<file path="config.mk">
export PLATFORM = sky130hd
export DESIGN_NAME = temperature_window_statistics_unit_flat
export DESIGN_NICKNAME = d
export VERILOG_FILES = /design/src/tws_pkg.sv /design/src/tws_if.sv /design/src/tws_ctrl.sv /design/src/tws_dp.sv /design/src/temperature_window_statistics_unit.sv /design/src/flat_wrapper.sv
export SDC_FILE = /design/constraint.sdc
export NUM_CORES = 2
export LEC_CHECK = 0
export ABC_AREA = 0
export BUFFER_PORTS_ARGS = -buffer_cell sky130_fd_sc_hd__buf_2
export CAP_MARGIN = 20
export CORE_MARGIN = 2
export CORE_UTILIZATION = 45
export DETAILED_ROUTE_END_ITERATION = 8
export SLEW_MARGIN = 5
export SYNTH_ARGS = -nofsm -noshare
export SYNTH_HDL_FRONTEND = slang
export SYNTH_SLANG_ARGS = --single-unit
</file>
<file path="constraint.sdc">
create_clock -name clk_i -period 6.1 [get_ports clk_i]
set_input_delay 1.22 -clock clk_i [delete_from_list [all_inputs] [get_ports clk_i]]
set_output_delay 1.22 -clock clk_i [all_outputs]
set_load 0.005 [all_outputs]
</file>
<file path="src/tws_pkg.sv">
`default_nettype none

package tws_pkg;

  // Window length of the running average.
  localparam int unsigned WINDOW_LEN = 100;

  // Field and register widths.
  localparam int unsigned ADC_W  = 10;
  localparam int unsigned TEMP_W = 17;
  localparam int unsigned SUM_W  = 24;
  localparam int unsigned SLOT_W = (WINDOW_LEN > 1) ? $clog2(WINDOW_LEN) : 1;
  localparam int unsigned CNT_W  = $clog2(WINDOW_LEN + 1);
  localparam int unsigned DCNT_W = $clog2(SUM_W);

  // One converter step is 1/2.048 degree, which is 125/256 degree.
  localparam logic [TEMP_W-1:0] TEMP_SCALE = TEMP_W'(125);
  // Minimum tracker starts at 200 degrees in 1/256 degree units.
  localparam logic [TEMP_W-1:0] LOW_RESET  = TEMP_W'(51200);

  typedef enum logic [2:0] {
    ST_IDLE,
    ST_UPDATE,
    ST_ADD,
    ST_DIV,
    ST_OUT
  } state_e;

  // Commands from the controller to the datapath.
  typedef struct packed {
    logic load;      // capture the new temperature, read the oldest ring entry
    logic update;    // min/max, ring write, count, slot, subtract the oldest
    logic accum;     // add the new temperature, arm the divider
    logic div_step;  // one restoring division step
  } cmd_t;

endpackage

`default_nettype wire

</file>
<file path="src/tws_if.sv">
`default_nettype none

interface tws_in_if
  import tws_pkg::*;
();
  logic              valid;
  logic              ready;
  logic              take_sample;
  logic [ADC_W-1:0]  adc_value;

  modport source (output valid, output take_sample, output adc_value, input ready);
  modport sink   (input valid, input take_sample, input adc_value, output ready);
endinterface

interface tws_out_if
  import tws_pkg::*;
();
  logic              valid;
  logic              ready;
  logic [TEMP_W-1:0] current_temp;
  logic [TEMP_W-1:0] minimum_temp;
  logic [TEMP_W-1:0] maximum_temp;
  logic [TEMP_W-1:0] average_temp;

  modport source (output valid, output current_temp, output minimum_temp,
                  output maximum_temp, output average_temp, input ready);
  modport sink   (input valid, input current_temp, input minimum_temp,
                  input maximum_temp, input average_temp, output ready);
endinterface

`default_nettype wire

</file>
<file path="src/tws_ctrl.sv">
`default_nettype none

module tws_ctrl
  import tws_pkg::*;
(
  input  wire  clk_i,
  input  wire  rst_ni,
  input  wire  in_valid_i,
  input  wire  take_i,
  input  wire  out_ready_i,
  output logic in_ready_o,
  output logic out_valid_o,
  output cmd_t cmd_o
);

  state_e state_q, state_d;
  logic [DCNT_W-1:0] div_cnt_q, div_cnt_d;

  always_ff @(posedge clk_i or negedge rst_ni) begin
    if (!rst_ni) begin
      state_q   <= ST_IDLE;
      div_cnt_q <= '0;
    end else begin
      state_q   <= state_d;
      div_cnt_q <= div_cnt_d;
    end
  end

  always_comb begin
    state_d     = state_q;
    div_cnt_d   = div_cnt_q;
    in_ready_o  = 1'b0;
    out_valid_o = 1'b0;
    cmd_o       = '0;
    case (state_q)
      ST_IDLE: begin
        in_ready_o = 1'b1;
        // A request without the take flag is consumed and dropped.
        if (in_valid_i && take_i) begin
          cmd_o.load = 1'b1;
          state_d    = ST_UPDATE;
        end
      end
      ST_UPDATE: begin
        cmd_o.update = 1'b1;
        state_d      = ST_ADD;
      end
      ST_ADD: begin
        cmd_o.accum = 1'b1;
        div_cnt_d   = '0;
        state_d     = ST_DIV;
      end
      ST_DIV: begin
        cmd_o.div_step = 1'b1;
        div_cnt_d      = div_cnt_q + DCNT_W'(1);
        if (div_cnt_q == DCNT_W'(SUM_W - 1)) begin
          state_d = ST_OUT;
        end
      end
      ST_OUT: begin
        out_valid_o = 1'b1;
        if (out_ready_i) begin
          state_d = ST_IDLE;
        end
      end
      default: begin
        state_d = ST_IDLE;
      end
    endcase
  end

endmodule

`default_nettype wire

</file>
<file path="src/tws_dp.sv">
`default_nettype none

module tws_dp
  import tws_pkg::*;
(
  input  wire                clk_i,
  input  wire                rst_ni,
  input  wire  cmd_t         cmd_i,
  input  wire  [ADC_W-1:0]   adc_value_i,
  output logic [TEMP_W-1:0]  current_temp_o,
  output logic [TEMP_W-1:0]  minimum_temp_o,
  output logic [TEMP_W-1:0]  maximum_temp_o,
  output logic [TEMP_W-1:0]  average_temp_o
);

  logic [TEMP_W-1:0] ring_q [WINDOW_LEN];

  logic [SLOT_W-1:0] slot_q;
  logic [CNT_W-1:0]  cnt_q;
  logic [SUM_W-1:0]  sum_q;
  logic [TEMP_W-1:0] low_q;
  logic [TEMP_W-1:0] high_q;

  logic [TEMP_W-1:0] temp_q;
  logic [TEMP_W-1:0] old_q;
  logic [SUM_W-1:0]  dq_q;
  logic [CNT_W-1:0]  rem_q;

  logic              full;
  logic [TEMP_W-1:0] temp_d;
  logic [SUM_W-1:0]  sum_add;
  logic [CNT_W:0]    trial;
  logic              fits;
  logic [CNT_W:0]    trial_sub;

  assign full    = (cnt_q == CNT_W'(WINDOW_LEN));
  assign temp_d  = TEMP_W'({{(TEMP_W-ADC_W){1'b0}}, adc_value_i} * TEMP_SCALE);
  assign sum_add = sum_q + {{(SUM_W-TEMP_W){1'b0}}, temp_q};

  // Restoring division: shift the next dividend bit into the remainder.
  assign trial     = {rem_q, dq_q[SUM_W-1]};
  assign fits      = (trial >= {1'b0, cnt_q});
  assign trial_sub = trial - {1'b0, cnt_q};

  // Ring memory: read the slot about to be overwritten, write it in the following cycle.
  always_ff @(posedge clk_i) begin
    if (cmd_i.load) begin
      old_q <= ring_q[slot_q];
    end
    if (cmd_i.update) begin
      ring_q[slot_q] <= temp_q;
    end
  end

  always_ff @(posedge clk_i) begin
    if (cmd_i.load) begin
      temp_q <= temp_d;
    end
    if (cmd_i.accum) begin
      dq_q  <= sum_add;
      rem_q <= '0;
    end else if (cmd_i.div_step) begin
      dq_q  <= {dq_q[SUM_W-2:0], fits};
      rem_q <= fits ? trial_sub[CNT_W-1:0] : trial[CNT_W-1:0];
    end
  end

  always_ff @(posedge clk_i or negedge rst_ni) begin
    if (!rst_ni) begin
      slot_q <= '0;
      cnt_q  <= '0;
      sum_q  <= '0;
      low_q  <= LOW_RESET;
      high_q <= '0;
    end else begin
      if (cmd_i.update) begin
        if (temp_q < low_q) begin
          low_q <= temp_q;
        end
        if (temp_q > high_q) begin
          high_q <= temp_q;
        end
        if (full) begin
          sum_q <= sum_q - {{(SUM_W-TEMP_W){1'b0}}, old_q};
        end else begin
          cnt_q <= cnt_q + CNT_W'(1);
        end
        if (slot_q == SLOT_W'(WINDOW_LEN - 1)) begin
          slot_q <= '0;
        end else begin
          slot_q <= slot_q + SLOT_W'(1);
        end
      end
      if (cmd_i.accum) begin
        sum_q <= sum_add;
      end
    end
  end

  assign current_temp_o = temp_q;
  assign minimum_temp_o = low_q;
  assign maximum_temp_o = high_q;
  assign average_temp_o = dq_q[TEMP_W-1:0];

endmodule

`default_nettype wire

</file>
<file path="src/temperature_window_statistics_unit.sv">
// Channel   Modport            Direction  Payload
// in_req_i  tws_in_if.sink     in         take_sample, adc_value
// res_o     tws_out_if.source  out        current_temp, minimum_temp, maximum_temp, average_temp
//
// A request with take_sample set yields one result after capture and ring read,
// the window update, the sum accumulation, and the bit-serial division of the
// 24-bit window sum by the sample count.
// A request with take_sample clear is accepted and yields no result.
// One request is worked on at a time; in_req_i.ready is high only while idle.
// A result holds on res_o until it is taken; stalls there hold off new requests.
// Reset is asynchronous and active low; the sample ring needs no clearing pass.
`default_nettype none

module temperature_window_statistics_unit
  import tws_pkg::*;
(
  input  wire              clk_i,
  input  wire              rst_ni,
  tws_in_if.sink           in_req_i,
  tws_out_if.source        res_o
);

  // The controller sequences each request through capture, window update,
  // sum accumulation, division and result hand-off. The datapath holds the
  // ring memory, the running sum, the min/max trackers and the divider.
  cmd_t cmd;

  tws_ctrl u_ctrl (
    .clk_i       (clk_i),
    .rst_ni      (rst_ni),
    .in_valid_i  (in_req_i.valid),
    .take_i      (in_req_i.take_sample),
    .out_ready_i (res_o.ready),
    .in_ready_o  (in_req_i.ready),
    .out_valid_o (res_o.valid),
    .cmd_o       (cmd)
  );

  tws_dp u_dp (
    .clk_i          (clk_i),
    .rst_ni         (rst_ni),
    .cmd_i          (cmd),
    .adc_value_i    (in_req_i.adc_value),
    .current_temp_o (res_o.current_temp),
    .minimum_temp_o (res_o.minimum_temp),
    .maximum_temp_o (res_o.maximum_temp),
    .average_temp_o (res_o.average_temp)
  );

  // The block never offers a result and takes a request in the same cycle.
  assert property (@(posedge clk_i) disable iff (!rst_ni)
    res_o.valid |-> !in_req_i.ready)
    else $error("request taken while a result is pending");

  // The current sample lies between the tracked extremes.
  assert property (@(posedge clk_i) disable iff (!rst_ni)
    res_o.valid |-> (res_o.minimum_temp <= res_o.current_temp) &&
                    (res_o.current_temp <= res_o.maximum_temp))
    else $error("current temperature outside min/max");

  // The window mean cannot leave the range of all samples seen.
  assert property (@(posedge clk_i) disable iff (!rst_ni)
    res_o.valid |-> (res_o.minimum_temp <= res_o.average_temp) &&
                    (res_o.average_temp <= res_o.maximum_temp))
    else $error("average outside min/max");

  // A request without the take flag starts no work.
  assert property (@(posedge clk_i) disable iff (!rst_ni)
    (in_req_i.valid && in_req_i.ready && !in_req_i.take_sample) |=> in_req_i.ready)
    else $error("ignored request started processing");

endmodule

`default_nettype wire
</file>
<file path="src/flat_wrapper.sv">
// flat-port wrapper written by rule: the top's interface ports become plain ports
module temperature_window_statistics_unit_flat import tws_pkg::*;
  (clk_i, rst_ni, in_req_i_valid, in_req_i_take_sample, in_req_i_adc_value, in_req_i_ready, res_o_valid, res_o_current_temp, res_o_minimum_temp, res_o_maximum_temp, res_o_average_temp, res_o_ready);
  tws_in_if in_req_i_i ();
  tws_out_if res_o_i ();
  input  wire clk_i;
  input  wire rst_ni;
  input wire logic [$bits(in_req_i_i.valid)-1:0] in_req_i_valid;
  input wire logic [$bits(in_req_i_i.take_sample)-1:0] in_req_i_take_sample;
  input wire logic [$bits(in_req_i_i.adc_value)-1:0] in_req_i_adc_value;
  output wire logic [$bits(in_req_i_i.ready)-1:0] in_req_i_ready;
  output wire logic [$bits(res_o_i.valid)-1:0] res_o_valid;
  output wire logic [$bits(res_o_i.current_temp)-1:0] res_o_current_temp;
  output wire logic [$bits(res_o_i.minimum_temp)-1:0] res_o_minimum_temp;
  output wire logic [$bits(res_o_i.maximum_temp)-1:0] res_o_maximum_temp;
  output wire logic [$bits(res_o_i.average_temp)-1:0] res_o_average_temp;
  input wire logic [$bits(res_o_i.ready)-1:0] res_o_ready;
  assign in_req_i_i.valid = in_req_i_valid;
  assign in_req_i_i.take_sample = in_req_i_take_sample;
  assign in_req_i_i.adc_value = in_req_i_adc_value;
  assign in_req_i_ready = in_req_i_i.ready;
  assign res_o_valid = res_o_i.valid;
  assign res_o_current_temp = res_o_i.current_temp;
  assign res_o_minimum_temp = res_o_i.minimum_temp;
  assign res_o_maximum_temp = res_o_i.maximum_temp;
  assign res_o_average_temp = res_o_i.average_temp;
  assign res_o_i.ready = res_o_ready;
  temperature_window_statistics_unit u_core (.clk_i(clk_i), .rst_ni(rst_ni), .in_req_i(in_req_i_i), .res_o(res_o_i));
endmodule
</file>
---- Word level (Yosys, flattened, before mapping) ----
Memories as Yosys holds them, arrays and structs flattened. A register that Yosys moved wholly into a read port is not among the register bits.
Index checks and enable logic that the tools add are counted.
operators by class
  add/subtract/negate cells ............... 6
  multiply operators ...................... 1
  div/mod/pow operators ................... 0
  $lt $le $gt $ge ......................... 3
  equality and inequality tests ........... 10
  shift-type cells ........................ 0
  mux-type cells .......................... 21
  bitwise logic cells ..................... 1
  reduce and logical (&&, ||, !) cells .... 11
operators with widths
  operator               number
  $mux 24                5
  $add 24x17->24         1
  $sub 24x17->24         1
  $gt 17x17->1           1
  $lt 17x17->1           1
  $mul 10x7->17 const B  1
  $pmux 3 s5             1
  $add 7x1->7 const B    2
  $eq 7x7->1 const B     2
  $mux 7                 2
  $pmux 5 s2             1
  $mux 1                 9
  $mux 3                 3
  $ge 8x7->1             1
  $reduce_and 2->1       4
  $reduce_bool 2->1      4
  $sub 7x7->7            1
  $eq 3x2->1 const B     2
  $ne 2x2->1 const B     3
  $add 5x1->5 const B    1
  $eq 5x5->1 const B     1
  $eq 3x1->1 const B     1
  $eq 3x3->1 const B     1
  $logic_not 3->1        1
  other kinds (3)        3
storage, ports and cells
  register bits ........................... 128
  bits in latches ......................... 0
  bits in writable memories ............... 1700
  memory bits (read-only) ................. 0
  bits of input ports ..................... 15
  output and inout bits ................... 70
  word-level logic and storage cells ...... 64
  memories kept ........................... 1
memories
  memory              depth  bits a word  rd ports  clocked after Yosys merged registers in  write ports  RTL line      text
  u_core.u_dp.ring_q  100    17           1         1                                        1            tws_dp.sv:16  logic [TEMP_W-1:0] ring_q [WINDOW_LEN];

---- Depth between registers and ports, before layout ----
  word-level depth ........................ 4
  depth in mapped cells ................... 16
  depth with buffers taken out ............ 16

---- Cells and area by module ----
From an unflattened synthesis, not the netlist that was laid out.
unflattened totals
  cells, all modules ...................... 4530
  area total of the unflattened synthesis .. 75939.1 µm²
by module, submodules not included
  module    times used  cells each  area an instance (µm²)  seq. area each (µm²)
  tws_dp    1           4480        75511.2                 54736.2
  tws_ctrl  1           50          427.9                   200.2

---- Least setup slack after synthesis ----
No wires, ideal clock.
  path kind ............................... in2reg
  from .................................... input in_req_i_adc_value[0]
  to ...................................... register u_core.u_dp.temp_q[15] (netlist: u_core.u_dp.current_temp_o[15]) (data pin)
  setup time .............................. 0.271 ns
  arrival time ............................ 4.606 ns
  data required time ...................... 5.829 ns
  slack ................................... 1.223 ns
  stages on the path ...................... 16
  path buffers ............................ 0
  cell sequence ........................... fa_1 xor2_1 ha_1 inv_1 fa_1 fa_1 inv_1 ha_1 a21oi_1 nor2_1 o21a_1 o21ai_0 nand2b_1 a41oi_1 a221oi_1 xor2_1
on the way
  word-level cells in the longest chain between the ends .. 1
RTL lines
  item                        RTL line            text
  start, declared             flat_wrapper.sv:10  input wire logic [$bits(in_req_i_i.adc_value)-1:0] in_req_i_adc_value;
  $mul 10x7->17               tws_dp.sv:37        assign temp_d = TEMP_W'({{(TEMP_W-ADC_W){1'b0}}, adc_value_i} * TEMP_SCALE);
  net u_core.u_dp.temp_d[15]  tws_dp.sv:30        logic [TEMP_W-1:0] temp_d;
  end signal, assigned        tws_dp.sv:57        temp_q <= temp_d;
  end, declared               tws_dp.sv:24        logic [TEMP_W-1:0] temp_q;
The timed path passes the listed nets, and every way through them passes these cells.
A chain may end at the register's enable or synchronous reset.

---- Final worst setup path ----
Ends and elaborated chain as after synthesis.

==> Implementation_results.wiki <==
{| class="wikitable"
! Metric !! Value
|-
| Post-Route Utilization || 51.1%
|-
| Min Clock Period, post-route || 4.51 ns
|-
| DRC Markers || 0
|-
| Aggregate global-route resource usage || 27.1%
|-
| Synthesis warning total || 0
|-
| CP top delay family || adder cells
|-
| Leakage component of the power || 28.8 nW
|-
| Slew @ Worst Pin || 1.26 ns
|-
| Main combinational cell family by area after synthesis || multiplexers
|-
| Die span in x || 415 um
|-
| Share of synthesized flip-flops with an asynchronous set or reset || 4.34%
|-
| Post-DP Area || 80400 sq um
|-
| Gpl congestion || 0.978
|-
| Top_reg_cell synth || edfxtp_1
|-
| Number of clock sinks seen by CTS || 1845
|-
| Floorplan die height || 415 um
|-
| Number of register bits inferred by synthesis || 1845
|-
| Reg-to-reg critical path endpoint || u_core.u_dp.old_q[3]$_DFFE_PP_
|-
| Post-route setup slack || 1.59 ns
|-
| Post-place setup slack || 0.764 ns
|-
| Critical path's slowest cell || fa_1
|-
| Commonest non-fill, non-tap cells in the layout || edfxtp_1 (1758), buf_4 (239), nor2_1 (223)
|-
| Slew margin rel. || 16.1%
|-
| Required time at the endpoint of the critical path || 6.66 ns
|-
| Site row count || 151
|-
| Routed wire length || 237000 um
|-
| Path depth of the worst reg2reg path || 8
|-
| Period utilization || 73.9%
|-
| Via Count || 44.8k
|-
| Fraction of final layout cells sized beyond drive strength 1 || 21.8%
|-
| Layout overhead on the synthesized area || 13.2%
|-
| Total Neg Setup Slack || 0 ns
|-
| Arrival time of the worst setup path || 5.06 ns
|-
| Cell area after technology mapping || 76200 sq um
|-
| Antenna viol nets, final || 0
|-
| Vias/cell || 6.27
|-
| Crit path buffers/inverters || 3
|-
| Crit. End Element || register
|-
| Nets || 4942
|-
| Initial antenna violation count || 15
|-
| Post-CTS repair timing setup buffer count || 0
|-
| Avg Inst Size Synth || 16.9 sq um
|-
| First-pass GRT wire length || 332000 um
|-
| CTS clk-pin slew, worst paths || 0.06 ns
|-
| Pin count of the biggest net entering global routing || 94
|-
| Number of hold-slack violations in the final timing report || 0
|-
| Final non-filler cell area || 86300 sq um
|-
| Fraction of the mapped netlist area in adder cells || 2.83%
|-
| Leading cell type in the layout, fill and taps excluded || edfxtp_1
|-
| Share of synthesized cell area in and, or, nand and nor gates || 3.74%
|-
| Clock tree buffer depth || 3
|-
| CP peak stage delay || 0.61 ns
|-
| Number of global-route vias before repair || 43.0k
|-
| # resized after CTS || 0
|-
| R2R Setup Slk || 1.62 ns
|-
| Post-DP HPWL || 149000 um
|-
| Compound-gate portion of the synthesized area || 8.22%
|-
| Floorplan Core Area || 169000 sq um
|-
| Clock insertion delay at the later pin of the skew report || 0.84 ns
|-
| Mux contribution to synthesized area || 9.75%
|-
| Worst Path Class, Setup || primary input to register
|-
| Max VDD drop || 0.355 mV
|-
| Cell-by-cell listing of the critical path || buf_2 > fa_1 > xor2_1 > ha_1 > inv_1 > fa_1 > fa_1 > inv_1 > ha_1 > a21oi_1 > nor2_1 > o21a_1 > o21ai_0 > nand2b_1 > a41oi_1 > a221oi_1 > xor2_1
|-
| Global route total overflow || 0
|-
| Pwr Total || 40.4 mW
|-
| Setup violators final || 0
|-
| Top-level I/O count || 85
|-
| Run status || completed
|-
| Max-capacitance violation count || 0
|-
| Power density over the cells || 468 nW/um^2
|-
| Peak Freq || 222 MHz
|-
| Die area || 173000 sq um
|-
| Number of flops mapped to enable cells by yosys || 1758
|-
| Detailed Route Iter0 Violations || 6464
|-
| Mapped Nets || 4670
|-
| Worst Hold Class || primary input to async pin
|-
| Post-synthesis share of cell area spent on xor and xnor gates || 0.701%
|-
| Worst Clk Skew || 0.0328 ns
|-
| Post-synthesis sequential area ratio || 72.1%
|-
| Worst Setup Start Kind || primary input
|-
| Initial core utilization || 45.2%
|-
| Slew Viols, Final || 0
|-
| Hold-fix buffers, CTS || 0
|-
| Number of I/O port buffers || 84
|-
| Number of levels in the clock H-tree || 4
|-
| Crit path top cell by count || fa_1
|-
| Clock tree from TritonCTS || done
|-
| Worst-path fanout max || 6
|-
| Distinct cells, synth || 91
|-
| Setup repair after global routing missed its margin || no
|-
| Clock tree root driver cell || clkbuf_16
|-
| Detailed-router iteration count before antenna repair || 8
|-
| Gate count after technology mapping || 4502
|-
| Reg2Reg Launch Point || u_core.u_dp.slot_q[1]$_DFFE_PN0P_
|-
| Average detailed-routed wire length per instance || 33.2 um
|-
| Number of buffers created by CTS || 189
|}
-- registers in the layout (all words and copies together), names as in the netlist --
signal	count
u_core.u_dp.ring_q	1700
u_core.u_dp.dq_q	24
u_core.u_dp.sum_q	24
u_core.u_dp.current_temp_o	17
u_core.u_dp.maximum_temp_o	17
u_core.u_dp.minimum_temp_o	17
u_core.u_dp.old_q	17
u_core.u_dp.cnt_q	7
u_core.u_dp.rem_q	7
u_core.u_dp.slot_q	7
u_core.u_ctrl.div_cnt_q	5
u_core.u_ctrl.state_q	3
-- final cells by class --
| cell class | instances | area (sq um) |
|---|---|---|
| Fill cell | 13700 | 82500 |
| Sequential cell | 1845 | 55000 |
| Multi-Input combinational cell | 2265 | 19500 |
| Clock buffer | 237 | 5040 |
| Tap cell | 2218 | 2780 |
| Timing Repair Buffer | 350 | 2730 |
| Clock inverter | 97 | 747 |
| Inverter | 123 | 469 |
| Antenna cell | 4 | 10.0 |
-- how the worst max path moves through the flow --
stage	from	endpoint	slack (ns)	depth (start not counted)
after global placement	in_req_i_adc_value[0]	u_core.u_dp.current_temp_o[15]$_DFFE_PP_	0.74	17
after floorplan	in_req_i_adc_value[0]	u_core.u_dp.current_temp_o[15]$_DFFE_PP_	1.22	16
final	in_req_i_adc_value[0]	u_core.u_dp.current_temp_o[15]$_DFFE_PP_	1.59	17
after CTS	in_req_i_adc_value[0]	u_core.u_dp.current_temp_o[15]$_DFFE_PP_	1.64	17
after global routing	in_req_i_adc_value[0]	u_core.u_dp.current_temp_o[15]$_DFFE_PP_	1.33	17
after detailed placement	in_req_i_adc_value[0]	u_core.u_dp.current_temp_o[15]$_DFFE_PP_	0.76	17
-- power by group --
part / leakage (nW) / switching [mW] / internal, mW
clock: 2.83 / 4.84 / 6.21
combinational: 9.16 / 9.04 / 4.77
sequential: 16.9 / 0.624 / 14.9
-- stage by stage --
step	instances	hold WS [ns]
3_5_place_dp	6799	0.447
4_1_cts	7133	0.220
6_report	7139	0.267
5_1_grt	7136	0.263
2_1_floorplan	4502	0.423
3_3_place_gp	6792	0.433
-- worst register-to-register path, delay by kind of cell (launching register included) --
kind            cells  cell delay, ns
compound gates      3            0.65
simple gates        2            0.57
buf+inv             1            0.80
mux                 2            1.21
flops               1            0.92
-- Yosys cell counts, types with 25 or more instances --
master | instances | area share [%]
ha_1 | 121 | 2.0
nor2_1 | 312 | 1.5
dfrtp_1 | 77 | 2.5
o21ai_0 | 138 | 0.91
a221oi_1 | 215 | 2.5
fa_1 | 32 | 0.84
a21o_1 | 25 | 0.25
o22ai_1 | 66 | 0.54
clkbuf_1 | 65 | 0.32
a22oi_1 | 54 | 0.53
nand2_1 | 197 | 0.97
nand3_1 | 33 | 0.22
xnor2_1 | 34 | 0.39
mux2i_1 | 162 | 2.1
a21oi_1 | 197 | 1.3
buf_2 | 110 | 0.72
mux2_2 | 137 | 2.0
buf_6 | 34 | 0.50
buf_4 | 40 | 0.39
edfxtp_1 | 1758 | 69
inv_1 | 118 | 0.58
xor2_1 | 27 | 0.31
mux4_2 | 181 | 5.4
-- cell families (layout without fill, tap and decap cells) --
logic type | after synthesis | in the layout
adders and majority gates | 153 | 153
DFF | 1845 | 1845
AOI/OAI and AO/OA | 894 | 894
xor gates and xnor gates | 61 | 61
muxes | 493 | 493
and+or+nand+nor | 664 | 664
other | 0 | 4
buffers and inverters | 392 | 807
-- routing by layer --
metal  vias up  global-route usage, %  wire, um
met5         -                      0        34
met4         6                   11.5     11000
met3       496                   5.37     24300
met2      2594                   41.2    107000
met1     23100                   38.2     94100
li1      18500                      -         -
(Power assumes the default switching activity.)
